`src/rtl/dcc_pkg.sv`:
```
`timescale 1ns / 1ps
// ----------------------------------------------------------------------------
// DCC transmitter package
// Command codes, register indexes, reset values and the frame bit lookup.
// ----------------------------------------------------------------------------
package dcc_pkg;

	localparam logic [1:0] CMD_SPEED = 2'd0;
	localparam logic [1:0] CMD_RAW   = 2'd1;
	localparam logic [1:0] CMD_TICK  = 2'd2;
	localparam logic [1:0] CMD_FLUSH = 2'd3;

	localparam logic [1:0] REG_ONE_HALF  = 2'd0;
	localparam logic [1:0] REG_ZERO_HALF = 2'd1;
	localparam logic [1:0] REG_PREAMBLE  = 2'd2;

	localparam logic [7:0] ONE_HALF_RST  = 8'd58;
	localparam logic [7:0] ZERO_HALF_RST = 8'd100;
	localparam logic [4:0] PREAMBLE_RST  = 5'd14;

	localparam logic [6:0] ADDR_REJECT = 7'd127;
	localparam logic [5:0] SPEED_LIMIT = 6'd32;
	localparam logic [6:0] STOP_OFFSET = 7'd28;

	localparam int ENTRY_W = 13;
	localparam int FRAME_W = 24;

	typedef logic [ENTRY_W-1:0] entry_t;
	typedef logic [FRAME_W-1:0] frame_t;

	// Bit at a frame position: preamble ones, then start bits and bytes msb first, then ones.
	function automatic logic frame_bit(input logic [5:0] pos, input logic [4:0] pre,
			input frame_t frame);
		logic [5:0] k;
		logic       b;
		k = pos - {1'b0, pre};
		if (pos < {1'b0, pre}) begin
			b = 1'b1;
		end else if (k inside {6'd0, 6'd9, 6'd18}) begin
			b = 1'b0;
		end else if (k >= 6'd27) begin
			b = 1'b1;
		end else if (k <= 6'd8) begin
			b = frame[5'(6'd24 - k)];
		end else if (k <= 6'd17) begin
			b = frame[5'(6'd25 - k)];
		end else begin
			b = frame[5'(6'd26 - k)];
		end
		return b;
	endfunction

	function automatic frame_t build_frame(input entry_t entry);
		logic [7:0] abyte;
		logic [7:0] dbyte;
		abyte = {1'b0, entry[12:6]};
		dbyte = {2'b01, entry[5:0]};
		return {abyte, dbyte, abyte ^ dbyte};
	endfunction

endpackage

```
`src/rtl/dcc_ram.sv`:
```
`timescale 1ns / 1ps
// ----------------------------------------------------------------------------
// DCC generic RAM
// One write port, one read port with registered read data (old contents).
// ----------------------------------------------------------------------------
module dcc_ram #(
	parameter int WIDTH = 13,
	parameter int DEPTH = 8
) (
	input  logic                                   clk,
	input  logic                                   we,
	input  logic [(DEPTH > 1 ? $clog2(DEPTH) : 1)-1:0] waddr,
	input  logic [WIDTH-1:0]                       wdata,
	input  logic [(DEPTH > 1 ? $clog2(DEPTH) : 1)-1:0] raddr,
	output logic [WIDTH-1:0]                       rdata
);

	logic [WIDTH-1:0] mem_q [DEPTH];

	always_ff @(posedge clk) begin
		if (we) begin
			mem_q[waddr] <= wdata;
		end
		rdata <= mem_q[raddr];
	end

endmodule

```
`src/rtl/dcc_packet_transmitter_unit.sv`:
```
`timescale 1ns / 1ps
// ----------------------------------------------------------------------------
// DCC packet transmitter
// Queues baseline packets and drives the complementary track waveform.
// ----------------------------------------------------------------------------
// One transaction per clock cycle in sustained operation while the sink does
// not stall: every command, including each microsecond tick, passes an input
// register and a result register before its result leaves. The packet
// queue sits in a RAM whose registered read port always points at the head,
// with a one-entry bypass for a write that lands on the head; this keeps
// dequeue in the same cycle as the tick that starts a packet.
module dcc_packet_transmitter_unit #(
	parameter int QUEUE_DEPTH = 8
) (
	input  logic        clk,
	input  logic        arst_n,
	input  logic        s_tvalid,
	output logic        s_tready,
	input  logic [23:0] s_tdata,  // address[6:0], direction[7], speed[13:8], data_bits[19:14], 0
	input  logic [1:0]  s_tuser,  // command[1:0]
	output logic        m_tvalid,
	input  logic        m_tready,
	output logic [7:0]  m_tdata,  // accepted[0], line_a[1], line_b[2], busy_res[3], queue_count[7:4]
	input  logic        cfg_we,
	input  logic [1:0]  cfg_index,
	input  logic [7:0]  cfg_data
);

	localparam int AW = (QUEUE_DEPTH > 1) ? $clog2(QUEUE_DEPTH) : 1;
	localparam int FW = $clog2(QUEUE_DEPTH + 1);
	localparam logic [AW-1:0] HEAD_LAST = AW'(QUEUE_DEPTH - 1);
	localparam logic [FW:0]   DEPTH_X   = (FW + 1)'(QUEUE_DEPTH);

	logic               valid_s1;
	logic [1:0]         cmd_s1;
	logic [6:0]         addr_s1;
	logic               dir_s1;
	logic [5:0]         speed_s1;
	logic [5:0]         data_s1;

	logic               out_valid_q;
	logic [7:0]         out_data_q;

	logic [7:0]         one_half_q;
	logic [7:0]         zero_half_q;
	logic [4:0]         preamble_q;

	logic [AW-1:0]      head_q, head_d;
	logic [FW-1:0]      fill_q, fill_d;
	dcc_pkg::frame_t    frame_q, frame_d;
	logic [5:0]         pos_q, pos_d;
	logic [7:0]         half_cnt_q, half_cnt_d;
	logic               second_half_q, second_half_d;
	logic               sending_q, sending_d;
	logic               byp_q, byp_d;
	dcc_pkg::entry_t    byp_data_q;

	logic               out_ready;
	logic               proc;
	dcc_pkg::entry_t    ram_rdata;
	dcc_pkg::entry_t    head_entry;
	dcc_pkg::entry_t    wr_entry;
	logic               is_enq;
	logic               accept;
	logic [FW:0]        slot_sum;
	logic [AW-1:0]      slot;
	logic               start;
	dcc_pkg::frame_t    eff_frame;
	logic [5:0]         eff_pos;
	logic [7:0]         eff_half_cnt;
	logic               eff_second_half;
	logic [7:0]         half_len;
	logic [7:0]         half_inc;
	logic [5:0]         pos_inc;
	logic               line_a;
	logic [7:0]         result;

	assign out_ready = !out_valid_q || m_tready;
	assign proc      = valid_s1 && out_ready;
	assign s_tready  = !valid_s1 || out_ready;

	always_ff @(posedge clk or negedge arst_n) begin
		if (!arst_n) begin
			valid_s1 <= 1'b0;
		end else if (s_tready) begin
			valid_s1 <= s_tvalid;
		end
	end

	always_ff @(posedge clk) begin
		if (s_tvalid && s_tready) begin
			cmd_s1   <= s_tuser;
			addr_s1  <= s_tdata[6:0];
			dir_s1   <= s_tdata[7];
			speed_s1 <= s_tdata[13:8];
			data_s1  <= s_tdata[19:14];
		end
	end

	always_ff @(posedge clk or negedge arst_n) begin
		if (!arst_n) begin
			one_half_q  <= dcc_pkg::ONE_HALF_RST;
			zero_half_q <= dcc_pkg::ZERO_HALF_RST;
			preamble_q  <= dcc_pkg::PREAMBLE_RST;
		end else if (cfg_we) begin
			case (cfg_index)
				dcc_pkg::REG_ONE_HALF:  one_half_q  <= cfg_data;
				dcc_pkg::REG_ZERO_HALF: zero_half_q <= cfg_data;
				dcc_pkg::REG_PREAMBLE:  preamble_q  <= cfg_data[4:0];
				default: ;
			endcase
		end
	end

	assign head_entry = byp_q ? byp_data_q : ram_rdata;
	assign wr_entry   = {addr_s1, (cmd_s1 == dcc_pkg::CMD_SPEED) ?
			{dir_s1, speed_s1[4:0]} : data_s1};
	assign is_enq     = (cmd_s1 == dcc_pkg::CMD_RAW) ||
			((cmd_s1 == dcc_pkg::CMD_SPEED) && (speed_s1 < dcc_pkg::SPEED_LIMIT));
	assign accept     = proc && is_enq && (addr_s1 != dcc_pkg::ADDR_REJECT) &&
			({1'b0, fill_q} < DEPTH_X);
	assign slot_sum   = {1'b0, (FW)'(head_q)} + {1'b0, fill_q};
	assign slot       = (slot_sum >= DEPTH_X) ? AW'(slot_sum - DEPTH_X) : AW'(slot_sum);
	assign start      = proc && (cmd_s1 == dcc_pkg::CMD_TICK) && !sending_q &&
			(fill_q != '0);

	assign eff_frame       = start ? dcc_pkg::build_frame(head_entry) : frame_q;
	assign eff_pos         = start ? 6'd0 : pos_q;
	assign eff_half_cnt    = start ? 8'd0 : half_cnt_q;
	assign eff_second_half = start ? 1'b0 : second_half_q;
	assign half_len        = dcc_pkg::frame_bit(eff_pos, preamble_q, eff_frame) ?
			one_half_q : zero_half_q;
	assign half_inc        = eff_half_cnt + 8'd1;
	assign pos_inc         = eff_pos + 6'd1;

	always_comb begin
		head_d        = head_q;
		fill_d        = fill_q;
		frame_d       = frame_q;
		pos_d         = pos_q;
		half_cnt_d    = half_cnt_q;
		second_half_d = second_half_q;
		sending_d     = sending_q;
		if (accept) begin
			fill_d = fill_q + FW'(1);
		end
		if (proc && (cmd_s1 == dcc_pkg::CMD_FLUSH)) begin
			fill_d = '0;
		end
		if (start) begin
			head_d    = (head_q == HEAD_LAST) ? '0 : head_q + AW'(1);
			fill_d    = fill_q - FW'(1);
			frame_d   = eff_frame;
			sending_d = 1'b1;
		end
		if (proc && (cmd_s1 == dcc_pkg::CMD_TICK) && (sending_q || start)) begin
			pos_d         = eff_pos;
			second_half_d = eff_second_half;
			if (half_inc < half_len) begin
				half_cnt_d = half_inc;
			end else begin
				half_cnt_d = 8'd0;
				if (!eff_second_half) begin
					second_half_d = 1'b1;
				end else begin
					second_half_d = 1'b0;
					pos_d         = pos_inc;
					if (({1'b0, pos_inc} >= {2'b00, preamble_q} + dcc_pkg::STOP_OFFSET) ||
							(pos_inc == 6'd0)) begin
						sending_d = 1'b0;
					end
				end
			end
		end
	end

	assign byp_d = accept && (slot == head_d);

	dcc_ram #(
		.WIDTH(dcc_pkg::ENTRY_W),
		.DEPTH(QUEUE_DEPTH)
	) u_queue (
		.clk  (clk),
		.we   (accept),
		.waddr(slot),
		.wdata(wr_entry),
		.raddr(head_d),
		.rdata(ram_rdata)
	);

	always_ff @(posedge clk or negedge arst_n) begin
		if (!arst_n) begin
			head_q        <= '0;
			fill_q        <= '0;
			frame_q       <= '0;
			pos_q         <= '0;
			half_cnt_q    <= '0;
			second_half_q <= 1'b0;
			sending_q     <= 1'b0;
			byp_q         <= 1'b0;
		end else begin
			head_q        <= head_d;
			fill_q        <= fill_d;
			frame_q       <= frame_d;
			pos_q         <= pos_d;
			half_cnt_q    <= half_cnt_d;
			second_half_q <= second_half_d;
			sending_q     <= sending_d;
			byp_q         <= byp_d;
		end
	end

	always_ff @(posedge clk) begin
		byp_data_q <= wr_entry;
	end

	assign line_a = sending_d && second_half_d;
	assign result = {4'(fill_d), sending_d, !line_a, line_a, accept};

	always_ff @(posedge clk or negedge arst_n) begin
		if (!arst_n) begin
			out_valid_q <= 1'b0;
		end else if (out_ready) begin
			out_valid_q <= valid_s1;
		end
	end

	always_ff @(posedge clk) begin
		if (proc) begin
			out_data_q <= result;
		end
	end

	assign m_tvalid = out_valid_q;
	assign m_tdata  = out_data_q;

`ifndef SYNTHESIS
	a_fill_bound: assert property (@(posedge clk) disable iff (!arst_n)
		{1'b0, fill_q} <= DEPTH_X)
		else $error("queue fill beyond depth");

	a_accept_enq: assert property (@(posedge clk) disable iff (!arst_n)
		accept |-> (cmd_s1 == dcc_pkg::CMD_SPEED || cmd_s1 == dcc_pkg::CMD_RAW))
		else $error("accept on a non-enqueue command");

	a_start_tick: assert property (@(posedge clk) disable iff (!arst_n)
		$rose(sending_q) |-> $past(proc && cmd_s1 == dcc_pkg::CMD_TICK && fill_q != '0))
		else $error("packet started without a tick and a queued entry");

	a_line_busy: assert property (@(posedge clk) disable iff (!arst_n)
		(m_tvalid && m_tdata[1]) |-> (m_tdata[3] && !m_tdata[2]))
		else $error("line A high while idle or lines not complementary");
`endif

endmodule

```
`config.mk`:
```
export PLATFORM = sky130hd
export DESIGN_NAME = dcc_packet_transmitter_unit
export DESIGN_NICKNAME = d
export VERILOG_FILES = /design/src/rtl/dcc_pkg.sv /design/src/rtl/dcc_ram.sv /design/src/rtl/dcc_packet_transmitter_unit.sv
export SDC_FILE = /design/constraint.sdc
export NUM_CORES = 1
export LEC_CHECK = 0
export BUFFER_PORTS_ARGS = -buffer_cell sky130_fd_sc_hd__buf_4
export CORE_AREA = 2 2 183 185
export DETAILED_ROUTE_END_ITERATION = 10
export DIE_AREA = 0 0 185 187
export GPL_TIMING_DRIVEN = 1
export PLACE_DENSITY = 0.6
export SYNTH_ARGS = -nofsm -noshare
export SYNTH_HDL_FRONTEND = slang
export SYNTH_SLANG_ARGS = --single-unit
```
`constraint.sdc`:
```
create_clock -name clk -period 16 [get_ports clk]
set_clock_uncertainty 0.05 [all_clocks]
set_input_delay 3.2 -clock clk [delete_from_list [all_inputs] [get_ports clk]]
set_output_delay 3.2 -clock clk [all_outputs]
set_load 0.02 [all_outputs]
```
# == Word level (Yosys, flattened, before mapping) ==
# Memories as Yosys holds them, arrays and structs flattened. A register that Yosys moved wholly into a read port is not among the register bits.
# Cells that the tools add are included.
# classes
n_bitwise,1
muxes,37
eq_ne,10
reduce_logical,31
n_addsub,12
n_lt_le_gt_ge,12
# op_table
operator,n
$mux 24,1
$mux 6,4
$mux 8,3
$mux 1,19
$lt 5x6->1 const B,3
$bmux 1 s5,3
$sub 5x5->5 const A,3
$logic_and 1x1->1,13
$mux 13,1
$logic_not 6->1,2
$mux 4,3
$mux 3,3
$add 8x1->8 const B,1
$lt 8x8->1,1
$ne 7x7->1 const B,1
$xor 7x7->7,1
$add 5x5->6 const B,1
$add 6x1->6 const B,1
$eq 2x2->1 const B,3
$eq 6x4->1 const B,1
$eq 6x5->1 const B,1
$ge 6x5->1 const B,1
$ge 6x6->1,1
$le 6x4->1 const B,1
20 further kinds,31
# word_totals
ff_bits,114
input_bits,41
ram_bits,104
elab_cells,124
memories,1
out_inout_bits,10
# memory_table
name,depth,width,rd,rd_ports_with_merged_regs,write_ports,line,text
u_queue.mem_q,8,13,1,1,1,dcc_ram.sv:18,logic [WIDTH-1:0] mem_q [DEPTH];

# == Longest topological paths before layout ==
# Gate-level depths: netlist of the first run.
# depth
depth_word,22
mapped_depth,40

# == Hierarchy ==
# A second synthesis of the first run with hierarchy kept.
# unflattened
hier_cells,808
hier_area_um2,11088.1
# by_module_without_submodules
mod,instances,cells_each,seq_area_each_um2,area_each_um2
dcc_packet_transmitter_unit,1,632,2950.3,6772.7
dcc_ram,1,176,3383.2,4315.4

# == Worst setup path after synthesis of the first run ==
# Ideal clock, no wire load.
# synth_timing
kind,input to register
from,input port m_tready
to,"register out_data_q[1], in the netlist m_tdata[1], data pin"
slack_ns,5.713
cell_stages,36
n_path_buf,6
arrival_time_ns,9.981
setup_time_ns,0.255
path_cell_list,nand2b_1 > and4_1 > nand2_1 > clkbuf_1 > buf_1 > clkbuf_1 > nand2_1 > ha_1 > inv_1 > ha_1 > inv_1 > a221oi_1 > nor2_1 > xnor2_2 > inv_1 > ha_1 > clkbuf_1 > clkbuf_1 > nand2_1 > a31oi_1 > a221oi_1 > a2111oi_0 > o21a_1 > o32ai_1 > o211ai_2 > nor2b_1 > buf_2 > mux2i_1 > ha_1 > a21o_1 > a21o_1 > a221oi_1 > o21ai_0 > mux2i_1 > a211oi_2 > a31o_1
# synth_between
elab_chain_len,20
elab_cells_between_ends,50
cone_classes,add/sub (6); order compare (6); eq/ne (2); mux (24); reduce/logical (12)
# synth_rtl
element,line,text
from (decl),dcc_packet_transmitter_unit.sv:22,"input logic m_tready,"
$logic_or 1x1->1 *,dcc_packet_transmitter_unit.sv:78,assign out_ready = !out_valid_q || m_tready;
$logic_and 1x1->1 *,dcc_packet_transmitter_unit.sv:79,assign proc = valid_s1 && out_ready;
$logic_and 1x1->1 *,"dcc_packet_transmitter_unit.sv:124, dcc_packet_transmitter_unit.sv:156",
$logic_and 1x1->1 (2 in a row),dcc_packet_transmitter_unit.sv:124,assign start = proc && (cmd_s1 == dcc_pkg::CMD_TICK) && !sending_q &&
$mux 6,dcc_packet_transmitter_unit.sv:128,assign eff_pos = start ? 6'd0 : pos_q;
$sub 6x5->6,dcc_pkg.sv:36,"k = pos - {1'b0, pre};"
"$sub 5x5->5, on equally long branches","dcc_pkg.sv:48, dcc_pkg.sv:46",
"$bmux 1 s5, on equally long branches","dcc_pkg.sv:48, dcc_pkg.sv:46",
[4 not listed],-,
$mux 1,dcc_pkg.sv:39,"end else if (k inside {6'd0, 6'd9, 6'd18}) begin"
$mux 1,dcc_pkg.sv:37,"if (pos < {1'b0, pre}) begin"
$mux 8,dcc_packet_transmitter_unit.sv:131,"assign half_len = dcc_pkg::frame_bit(eff_pos, preamble_q, eff_frame) ?"
$lt 8x8->1,dcc_packet_transmitter_unit.sv:159,if (half_inc < half_len) begin
$mux 1,dcc_packet_transmitter_unit.sv:159,
$mux 1,dcc_packet_transmitter_unit.sv:156,if (proc && (cmd_s1 == dcc_pkg::CMD_TICK) && (sending_q || start)) begin
$logic_and 1x1->1 *,dcc_packet_transmitter_unit.sv:217,assign line_a = sending_d && second_half_d;
named net line_a,dcc_packet_transmitter_unit.sv:75,logic line_a;
to (signal assigned),dcc_packet_transmitter_unit.sv:230,out_data_q <= result;
to (decl),dcc_packet_transmitter_unit.sv:42,logic [7:0] out_data_q;
# The timed path passes the listed nets; every way through them passes the cells marked *. The select of a mux whose other input is x is not followed.
# A chain may end at the register's enable or synchronous reset.

# == Final worst setup path of the first run ==
# layout_timing
from,input port m_tready
to,register pos_q[4]
# layout_between
elab_chain_len,18
elab_cells_between_ends,40
cone_classes,add/sub (6); order compare (5); eq/ne (2); mux (18); reduce/logical (9)
# layout_rtl
element,line,text
$logic_or 1x1->1 *,dcc_packet_transmitter_unit.sv:78,
$logic_and 1x1->1 *,dcc_packet_transmitter_unit.sv:79,
$logic_and 1x1->1 *,"dcc_packet_transmitter_unit.sv:124, dcc_packet_transmitter_unit.sv:156",
$logic_and 1x1->1 (2 in a row),dcc_packet_transmitter_unit.sv:124,
$mux 6,dcc_packet_transmitter_unit.sv:128,
$sub 6x5->6,dcc_pkg.sv:36,
"$sub 5x5->5, on equally long branches","dcc_pkg.sv:48, dcc_pkg.sv:46",
"$bmux 1 s5, on equally long branches","dcc_pkg.sv:48, dcc_pkg.sv:46",
"$mux 1, on equally long branches","dcc_pkg.sv:48, dcc_pkg.sv:46",
$mux 1,dcc_pkg.sv:45,end else if (k <= 6'd17) begin
$mux 1,dcc_pkg.sv:43,end else if (k <= 6'd8) begin
$mux 1,dcc_pkg.sv:41,end else if (k >= 6'd27) begin
$mux 1,dcc_pkg.sv:39,
$mux 1,dcc_pkg.sv:37,
$mux 8,dcc_packet_transmitter_unit.sv:131,
$lt 8x8->1,dcc_packet_transmitter_unit.sv:159,
$mux 6,dcc_packet_transmitter_unit.sv:159,
to (signal assigned),dcc_packet_transmitter_unit.sv:205,pos_q <= pos_d;
to (decl),dcc_packet_transmitter_unit.sv:51,"logic [5:0] pos_q, pos_d;"
# Mark *: on every way between the ends. The rest lies on a longest branch, timed or not. The select of a mux whose other input is x is not followed.

==> results of run 1 <==
## power groups by stage
stage / combinational, mW / clock [mW] / sequential (mW)
after global placement: 0.881 / 0 / 0.826
after detailed placement: 0.890 / 0 / 0.829
after floorplan: 0.679 / 0 / 0.803
final: 0.887 / 0.576 / 0.817
after global routing: 0.997 / 0.613 / 0.830
after CTS: 0.895 / 0.586 / 0.818
## per-layer routing
metal | track usage (%) | wire [um] | vias to the layer above
met5 | 0 | 0 | -
met4 | 3.69 | 465 | 0
met3 | 1.64 | 863 | 33
met2 | 24.0 | 12000 | 130
met1 | 20.4 | 11600 | 3767
li1 | - | - | 3701
## sequential cells by signal (all words and copies together) (netlist names), 6 cells and up, named ones only
register,flops
u_queue.mem_q,104
frame_q,24
byp_data_q,13
u_queue.rdata,13
half_cnt_q,8
m_tdata,8
one_half_q,8
zero_half_q,8
addr_s1,7
data_s1,6
pos_q,6
speed_s1,6
## layout make-up
cell class | instances | area, um2 | share of cell area (%)
well taps | 448 | 561 | 4.33
flip-flops and latches | 231 | 6330 | 49.0
inverters | 37 | 139 | 1.07
clock buffers | 31 | 679 | 5.25
multi-input cells | 686 | 4630 | 35.8
repair buffers | 60 | 450 | 3.48
clock inverters | 13 | 141 | 1.09
## logic make-up after synthesis
group           after synthesis  share of synthesized area, %
simple gates                390                          16.0
flops                       231                          56.2
compound gates              143                          8.64
buf+inv                      89                          3.18
mux                          85                          9.26
xor+xnor                     36                          3.11
fa+ha+maj                    32                          3.62
## stage by stage
stage	total power [mW]	hold WS, ps	util (%)	area, um2	setup WS, ps
2_1_floorplan	1.48	403	-	11300	5710
3_3_place_gp	1.71	434	36.9	12100	4090
3_5_place_dp	1.72	436	36.9	12100	3990
4_1_cts	2.30	450	39.4	12900	4490
5_1_grt	2.44	468	39.4	12900	3620
6_report	2.28	447	39.4	12900	4460
## synthesized netlist by cell type (15+ instances only)
cell and n:
edfxtp_1 134, nor3_1 15, a21oi_1 20, nor2_1 39
mux2i_1 33, nand3_1 84, ha_1 31, nand2_1 182
xnor2_1 21, clkbuf_1 38, dfxtp_1 26, o21ai_0 37
dfrtp_1 61, mux2_2 39, inv_1 33
## how the worst max path moves through the flow
| stage | startpoint | endpoint | slack [ps] |
|---|---|---|---|
| after global routing | m_tready | pos_q[4]$_DFFE_PN0P_ | 3620 |
| after floorplan | m_tready | m_tdata[1]$_DFFE_PN_ | 5710 |
| final | m_tready | pos_q[4]$_DFFE_PN0P_ | 4460 |
| after global placement | m_tready | pos_q[4]$_DFFE_PN0P_ | 4090 |
| after detailed placement | m_tready | pos_q[4]$_DFFE_PN0P_ | 3990 |
| after CTS | m_tready | pos_q[4]$_DFFE_PN0P_ | 4490 |
==> metrics.md, run 1 <==
| Metric | Value |
|---|---|
| Outcome | `complete, no violations` |
| Comb power frac | `about two fifths` |
| Min-delay src | `frame_q[14]$_DFFE_PN0P_` |
| Die area | `approximately 0.035 mm2` |
| Final instance count without filler cells | `1,506` |
| Max incr delay on CP | `780 ps` |
| Most common cell after layout, fill and taps aside | `nand2_1` |
| Post-Syn Nets | `1,079` |
| Placed insts | `1,462` |
| Clk sink count | `231` |
| CTS max path bufs | `3` |
| Ports | `51` |
| Fin crit share | `72.1%` |
| Input/output buffers | `46` |
| Top delay family on crit path | `compound AO/OA/AOI/OAI gates` |
| Worst r2r path cells | `33` |
| Clock Latency Late Sink | `~520 ps` |
| Die height | `187 um` |
| Hold Vio Cnt, Final | `0` |
| Die X | `approximately 190 um` |
| Crit path time final | `11,540 ps` |
| RSZ-0062 raised after global routing | `false` |
| Worst hold path depth | `1` |
| Initial antenna violation count | `0` |
| Total DRC errors in the routed layout | `0` |
| Mean Syn Cell Area | `11.2 um2` |
| Synth area leader | `edfxtp_1` |
| Worst path slowest cell | `nor2b_1` |
| Post-Route Setup TNS | `0 ps` |
| # H-tree levels | `1` |
| Vias in the first global route | `7,354` |
| FFs w/ async S/R, synth | `a little under a third` |
| VDD IR-drop max | `0.0976 mV` |
| Synth area leaders | `edfxtp_1, dfrtp_1, nand2_1, dfxtp_1, mux2_2` |
| Final WL | `between 20 and 25 mm` |
| # setup viols final | `0` |
| Largest net degree at the start of global routing | `72` |
| Fraction of layout cells with a size suffix above 1 | `about 17%` |
| Setup slack, reg-to-reg | `6530 ps` |
| Sequential share of the synthesized area | `56.2%` |
| WHS Endpoint | `frame_q[14]$_DFFE_PN0P_` |
| Clock transition at path regs | `around 60 ps` |
| Slew headroom | `between 30% and 40%` |
| Switch share | `36.1%` |
| Arrival @ worst endpoint | `11,880 ps` |
| Synth top area share | `35.7%` |
| Yosys cell types | `83` |
| Vias/cell | `about 5.1` |
| Sequential power share | `35.8%` |
| EDFF count, synth | `roughly 130` |
| DP HPWL | `about 17 mm` |
| Worst hold path type | `flip-flop to flip-flop` |
| First-pass GRT wire length | `40.2 mm` |
| Antenna viol nets, final | `0` |
| Root Buffer | `clkbuf_16` |
| GR Util All Layers | `14.6%` |
| Area grow syn2layout | `14.8%` |
| Drt first pass iters | `5` |
| Startpoint type of the worst setup path | `primary input` |
| Sw Pwr | `0.824 mW` |
| Pint | `1.46 mW` |
| CP max FO | `25` |
| #FFs+latches synth | `231` |
| Clk pwr share | `around a quarter` |
| Fill count | `3,249` |
| Site row count | `67` |
| Nets@finish | `roughly 1,100` |
| Reg2reg end | `pos_q[4]$_DFFE_PN0P_` |
| Pwr per Cell Area | `176 mW/mm2` |
| Highest clock rate | `86.6 MHz` |
| Syn Std Cell Area | `0.0113 mm2` |
| Resized cells post-CTS | `0` |
| Critical path endpoint category | `flip-flop` |
| TritonCTS clock tree | `built` |
| ANT cells | `0` |
| Cts hold-fix bufs | `0` |
| Worst-Margin Slew | `1020 ps` |
| Main synth FF type | `edfxtp_1` |
| Per-cell routed wire length | `16.6 um` |
| Pins Over Slew Limit | `0` |
| Starting DRT DRC Count | `350` |
| Routability cong. | `0.809` |
| Worst Path Buf+Inv | `8` |
| Post-CTS setup buffers | `0` |
| RR Startpoint | `fill_q[0]$_DFF_PN0_` |
| Initial Util | `34.3%` |
| Cell count along the critical path | `34` |
| Most frequent cells in the layout | `nand2_1, edfxtp_1, nand3_1` |
| Via count | `approximately 7,600` |
| CTS buffer count | `24` |
| Kind of critical path | `primary input to flip-flop` |
| Pleak | `5.08 nW` |
| Synth warn | `0` |
| Congestion Overflow GR | `0` |
| Mapped Cells | `1,006` |
| Core area | `0.0329 mm2` |
| Max-cap violation count | `0` |
| WP data required | `16,340 ps` |
Note: power is estimated with default switching activity, not from simulation.
==> inputs of run 2 (changes only) <==
Settings changed: ABC_AREA from default to 1, CORE_AREA 2 2 183 185 to 2 2 180 182, DIE_AREA 0 0 185 187 to 0 0 182 184.
Clock period 16 ns to 11.2 ns, I/O delays scaled along.
==> run 2 against run 1 <==
Worst hold slack worse by 16 ps. Register-to-register slack worse by 1900 ps. Setup slack worse by 1000 ps. Total power is 64% higher. Synthesized cell count is 16% higher. Cell area is 3.0% lower. Non-clock buffer count is 7 lower. Sequential cell count stayed put. Largest power group unchanged.
==> metrics.md, run 2 <==
| Metric | Value |
|---|---|
| Outcome | `complete, no violations (unchanged)` |
| Drt first pass iters | `5 (unchanged)` |
| Core area | `0.0314 mm2 (was 0.0329 mm2)` |
| Per-cell routed wire length | `14.7 um (was 16.6 um)` |
| Worst hold slack | `430 ps (was 447 ps)` |
| WHS Endpoint | `frame_q[14]$_DFFE_PN0P_ (unchanged)` |
| # setup viols final | `0 (unchanged)` |
| Initial Util | `34.7% (was 34.3%)` |
| Cell count along the critical path | `34 (unchanged)` |
| EDFF count, synth | `134 (unchanged)` |
| Final Util | `40.0% (was 39.4%)` |
| Area grow syn2layout | `15.0% (was 14.8%)` |
| Gr busiest metal | `met2 (unchanged)` |
| Crit path time final | `7770 ps` |
| CP max FO | `43 (was 25)` |
| Total DRC errors in the routed layout | `0 (unchanged)` |
| Most frequent cells after synthesis | `nand2_1, edfxtp_1, o21ai_0 (was nand2_1, edfxtp_1, nand3_1)` |
| Final Power | `3.75 mW (was 2.28 mW)` |
| Clock transition at path regs | `70 ps (was 60 ps)` |
| Critical path endpoint category | `flip-flop (unchanged)` |
| Syn Std Cell Area | `0.0109 mm2 (was 0.0113 mm2)` |
| Initial antenna violation count | `0 (unchanged)` |
| Mean Syn Cell Area | `9.39 um2 (was 11.2 um2)` |
| Vias in the first global route | `7,674 (was 7,354)` |
| RSZ-0062 raised after global routing | `false (unchanged)` |
| Worst hold path type | `flip-flop to flip-flop (unchanged)` |
| Die X | `182 um (was 185 um)` |
| Main synth FF type | `edfxtp_1 (unchanged)` |
| Max incr delay on CP | `520 ps (was 780 ps)` |
| Input/output buffers | `46 (unchanged)` |
| Met1 Use GR | `17.9% (was 20.4%)` |
| # H-tree levels | `1 (unchanged)` |
| Post-Route Setup TNS | `0 ps (unchanged)` |
| Worst-Margin Slew | `993 ps (was 1020 ps)` |
| Slew headroom | `33.7% (was 31.5%)` |
| Nets@finish | `1,276 (was 1,113)` |
| Fin crit share | `69.4%` |
| Met2 usage | `25.6% (was 24.0%)` |
| TritonCTS clock tree | `built (unchanged)` |
| Max-cap violation count | `0 (unchanged)` |
| #FFs+latches synth | `231 (unchanged)` |
| Worst r2r path cells | `32 (was 33)` |
| Post-CTS setup buffers | `0 (unchanged)` |
| Synth warn | `0 (unchanged)` |
| Synth top area share | `36.9% (was 35.7%)` |
| Design Area, Final | `0.0125 mm2 (was 0.0129 mm2)` |
| Kind of critical path | `primary input to flip-flop (unchanged)` |
| Startpoint type of the worst setup path | `primary input (unchanged)` |
| Die area | `0.0335 mm2 (was 0.0346 mm2)` |
| Clk sink count | `231 (unchanged)` |
| Starting DRT DRC Count | `496 (was 350)` |
| CTS max path bufs | `3 (unchanged)` |
| Fill count | `3,074 (was 3,249)` |
| DP HPWL | `15.4 mm (was 16.7 mm)` |
| Most common cell on crit path | `nand2_1` |
| Mapped Cells | `1,162 (was 1,006)` |
| Largest net degree at the start of global routing | `72 (unchanged)` |
| Reg2reg end | `pos_q[4]$_DFFE_PN0P_ (unchanged)` |
| Via count | `7,896 (was 7,631)` |
| Min-delay src | `frame_q[14]$_DFFE_PN0P_ (unchanged)` |
| VDD IR-drop max | `0.132 mV (was 0.0976 mV)` |
| Sequential share of the synthesized area | `58.1% (was 56.2%)` |
| Final instance count without filler cells | `1,622 (was 1,506)` |
| Pins Over Slew Limit | `0 (unchanged)` |
| GR Util All Layers | `14.3% (was 14.6%)` |
| Placed insts | `1,578 (was 1,462)` |
| Worst Path Buf+Inv | `6 (was 8)` |
| Cts hold-fix bufs | `0 (unchanged)` |
| ANT cells | `0 (unchanged)` |
| Ports | `51 (unchanged)` |
| Highest clock rate | `129 MHz` |
| Clock Latency Late Sink | `520 ps (about the same)` |
| Arrival @ worst endpoint | `8120 ps (was 11,880 ps)` |
| Largest register FFs | `104 (unchanged)` |
| FFs w/ async S/R, synth | `30.7% (unchanged)` |
| Pwr per Cell Area | `299 mW/mm2 (was 176 mW/mm2)` |
| Worst hold path depth | `2 (was 1)` |
| Vias/cell | `4.87 (was 5.07)` |
| Most common cell after layout, fill and taps aside | `nand2_1 (unchanged)` |
| DP Area | `0.0116 mm2 (was 0.0121 mm2)` |
| Antenna viol nets, final | `0 (unchanged)` |
| RR Startpoint | `fill_q[0]$_DFF_PN0_ (unchanged)` |
| Most frequent cells in the layout | `nand2_1, edfxtp_1, o21ai_0 (was nand2_1, edfxtp_1, nand3_1)` |
| Top Registers | `u_queue.mem_q (104), frame_q (24) (unchanged)` |
| Synth area leaders | `edfxtp_1, dfrtp_1, nand2_1, o21ai_0, dfxtp_1 (was edfxtp_1, dfrtp_1, nand2_1, dfxtp_1, mux2_2)` |
| CTS buffer count | `25 (was 24)` |
| Die height | `184 um (was 187 um)` |
| Most frequent cell after synthesis | `nand2_1 (unchanged)` |
| First-pass GRT wire length | `38.8 mm (was 40.2 mm)` |
| Final worst slack | `3430 ps (was 4460 ps)` |
| Synth area leader | `edfxtp_1 (unchanged)` |
| Top delay family on crit path | `simple AND/OR/NAND/NOR gates (was compound AO/OA/AOI/OAI gates)` |
| Routability cong. | `0.802 (was 0.809)` |
| Met3 global-route usage | `1.76% (was 1.64%)` |
| Root Buffer | `clkbuf_16 (unchanged)` |
| Setup slack, reg-to-reg | `4670 ps (was 6530 ps)` |
| Most flops, register | `u_queue.mem_q (unchanged)` |
| Final WL | `23.9 mm (was 25.0 mm)` |
| Pleak | `5.50 nW (was 5.08 nW)` |
| Fraction of layout cells with a size suffix above 1 | `13.2% (was 17.3%)` |
| Pre-CTS setup slack | `2910 ps (was 3990 ps)` |
| WP data required | `11,550 ps (was 16,340 ps)` |
| Worst path slowest cell | `ha_1 (was nor2b_1)` |
| Hold Vio Cnt, Final | `0 (unchanged)` |
| Site row count | `65 (was 67)` |
| Congestion Overflow GR | `0 (unchanged)` |
| Resized cells post-CTS | `0 (unchanged)` |
| Post-Syn Nets | `1,235 (was 1,079)` |
| Yosys cell types | `45 (was 83)` |
==> run 2: changes by cell type after synthesis, sizes merged, moves of 27 or more <==
cell	before	now
nand2	182	339
nor2	42	99
o22ai	0	27
o21ai	50	119
mux2	41	6
inv	34	95
==> run 2: how the worst max path moves through the flow <==
stage | startpoint | endpoint | slack, ps
final | m_tready | pos_q[4]$_DFFE_PN0P_ | 3430
after global routing | m_tready | pos_q[4]$_DFFE_PN0P_ | 2820
after CTS | m_tready | pos_q[4]$_DFFE_PN0P_ | 3450
after detailed placement | m_tready | pos_q[4]$_DFFE_PN0P_ | 2910
after global placement | m_tready | pos_q[4]$_DFFE_PN0P_ | 2950
after floorplan | m_tready | m_tdata[2]$_DFFE_PN_ | 4080
==> run 2: report_power, final <==
group	total, mW	internal (mW)	switching (mW)	leakage (nW)
combinational	1.68	0.558	1.12	2.73
sequential	1.17	1.09	0.0808	2.33
clock	0.899	0.561	0.339	0.446
==> run 2: per-layer routing <==
layer	wire length, um	vias to the layer above	share of wire [%]
met5	0	-	0
met4	722	0	3.0
met3	877	55	3.7
met2	11600	152	48
met1	10700	3703	45
li1	-	3986	-
==> run 2: cell type report <==
type | instances | area (um2) | area share, %
multi-input combinational | 792 | 4040 | 32.2
clock inverter | 17 | 251 | 2.00
inverter | 100 | 375 | 2.99
clock buffer | 27 | 653 | 5.20
tap | 402 | 503 | 4.01
timing repair buffer | 53 | 398 | 3.17
sequential | 231 | 6330 | 50.5
==> run 2: kinds of logic (layout without fill, tap and decap cells) <==
kind of cell | after synthesis | count (layout) | share of synthesized area [%]
AO/OA/AOI/OAI | 180 | 180 | 9.02
XOR/XNOR | 16 | 16 | 1.28
buffers and inverters | 139 | 197 | 5.18
adder cells (fa/ha/maj) | 32 | 32 | 3.74
flip-flops | 231 | 231 | 58.1
AND/OR/NAND/NOR | 550 | 550 | 21.4
multiplexers | 14 | 14 | 1.35
==> run 2: worst reg2reg max path: cells and delay by family (launching register included) <==
family,cells,cell delay [ps]
flops,1,430
buf+inv,5,980
mux,1,290
fa+ha+maj,5,1670
compound gates,4,1020
simple gates,17,1970
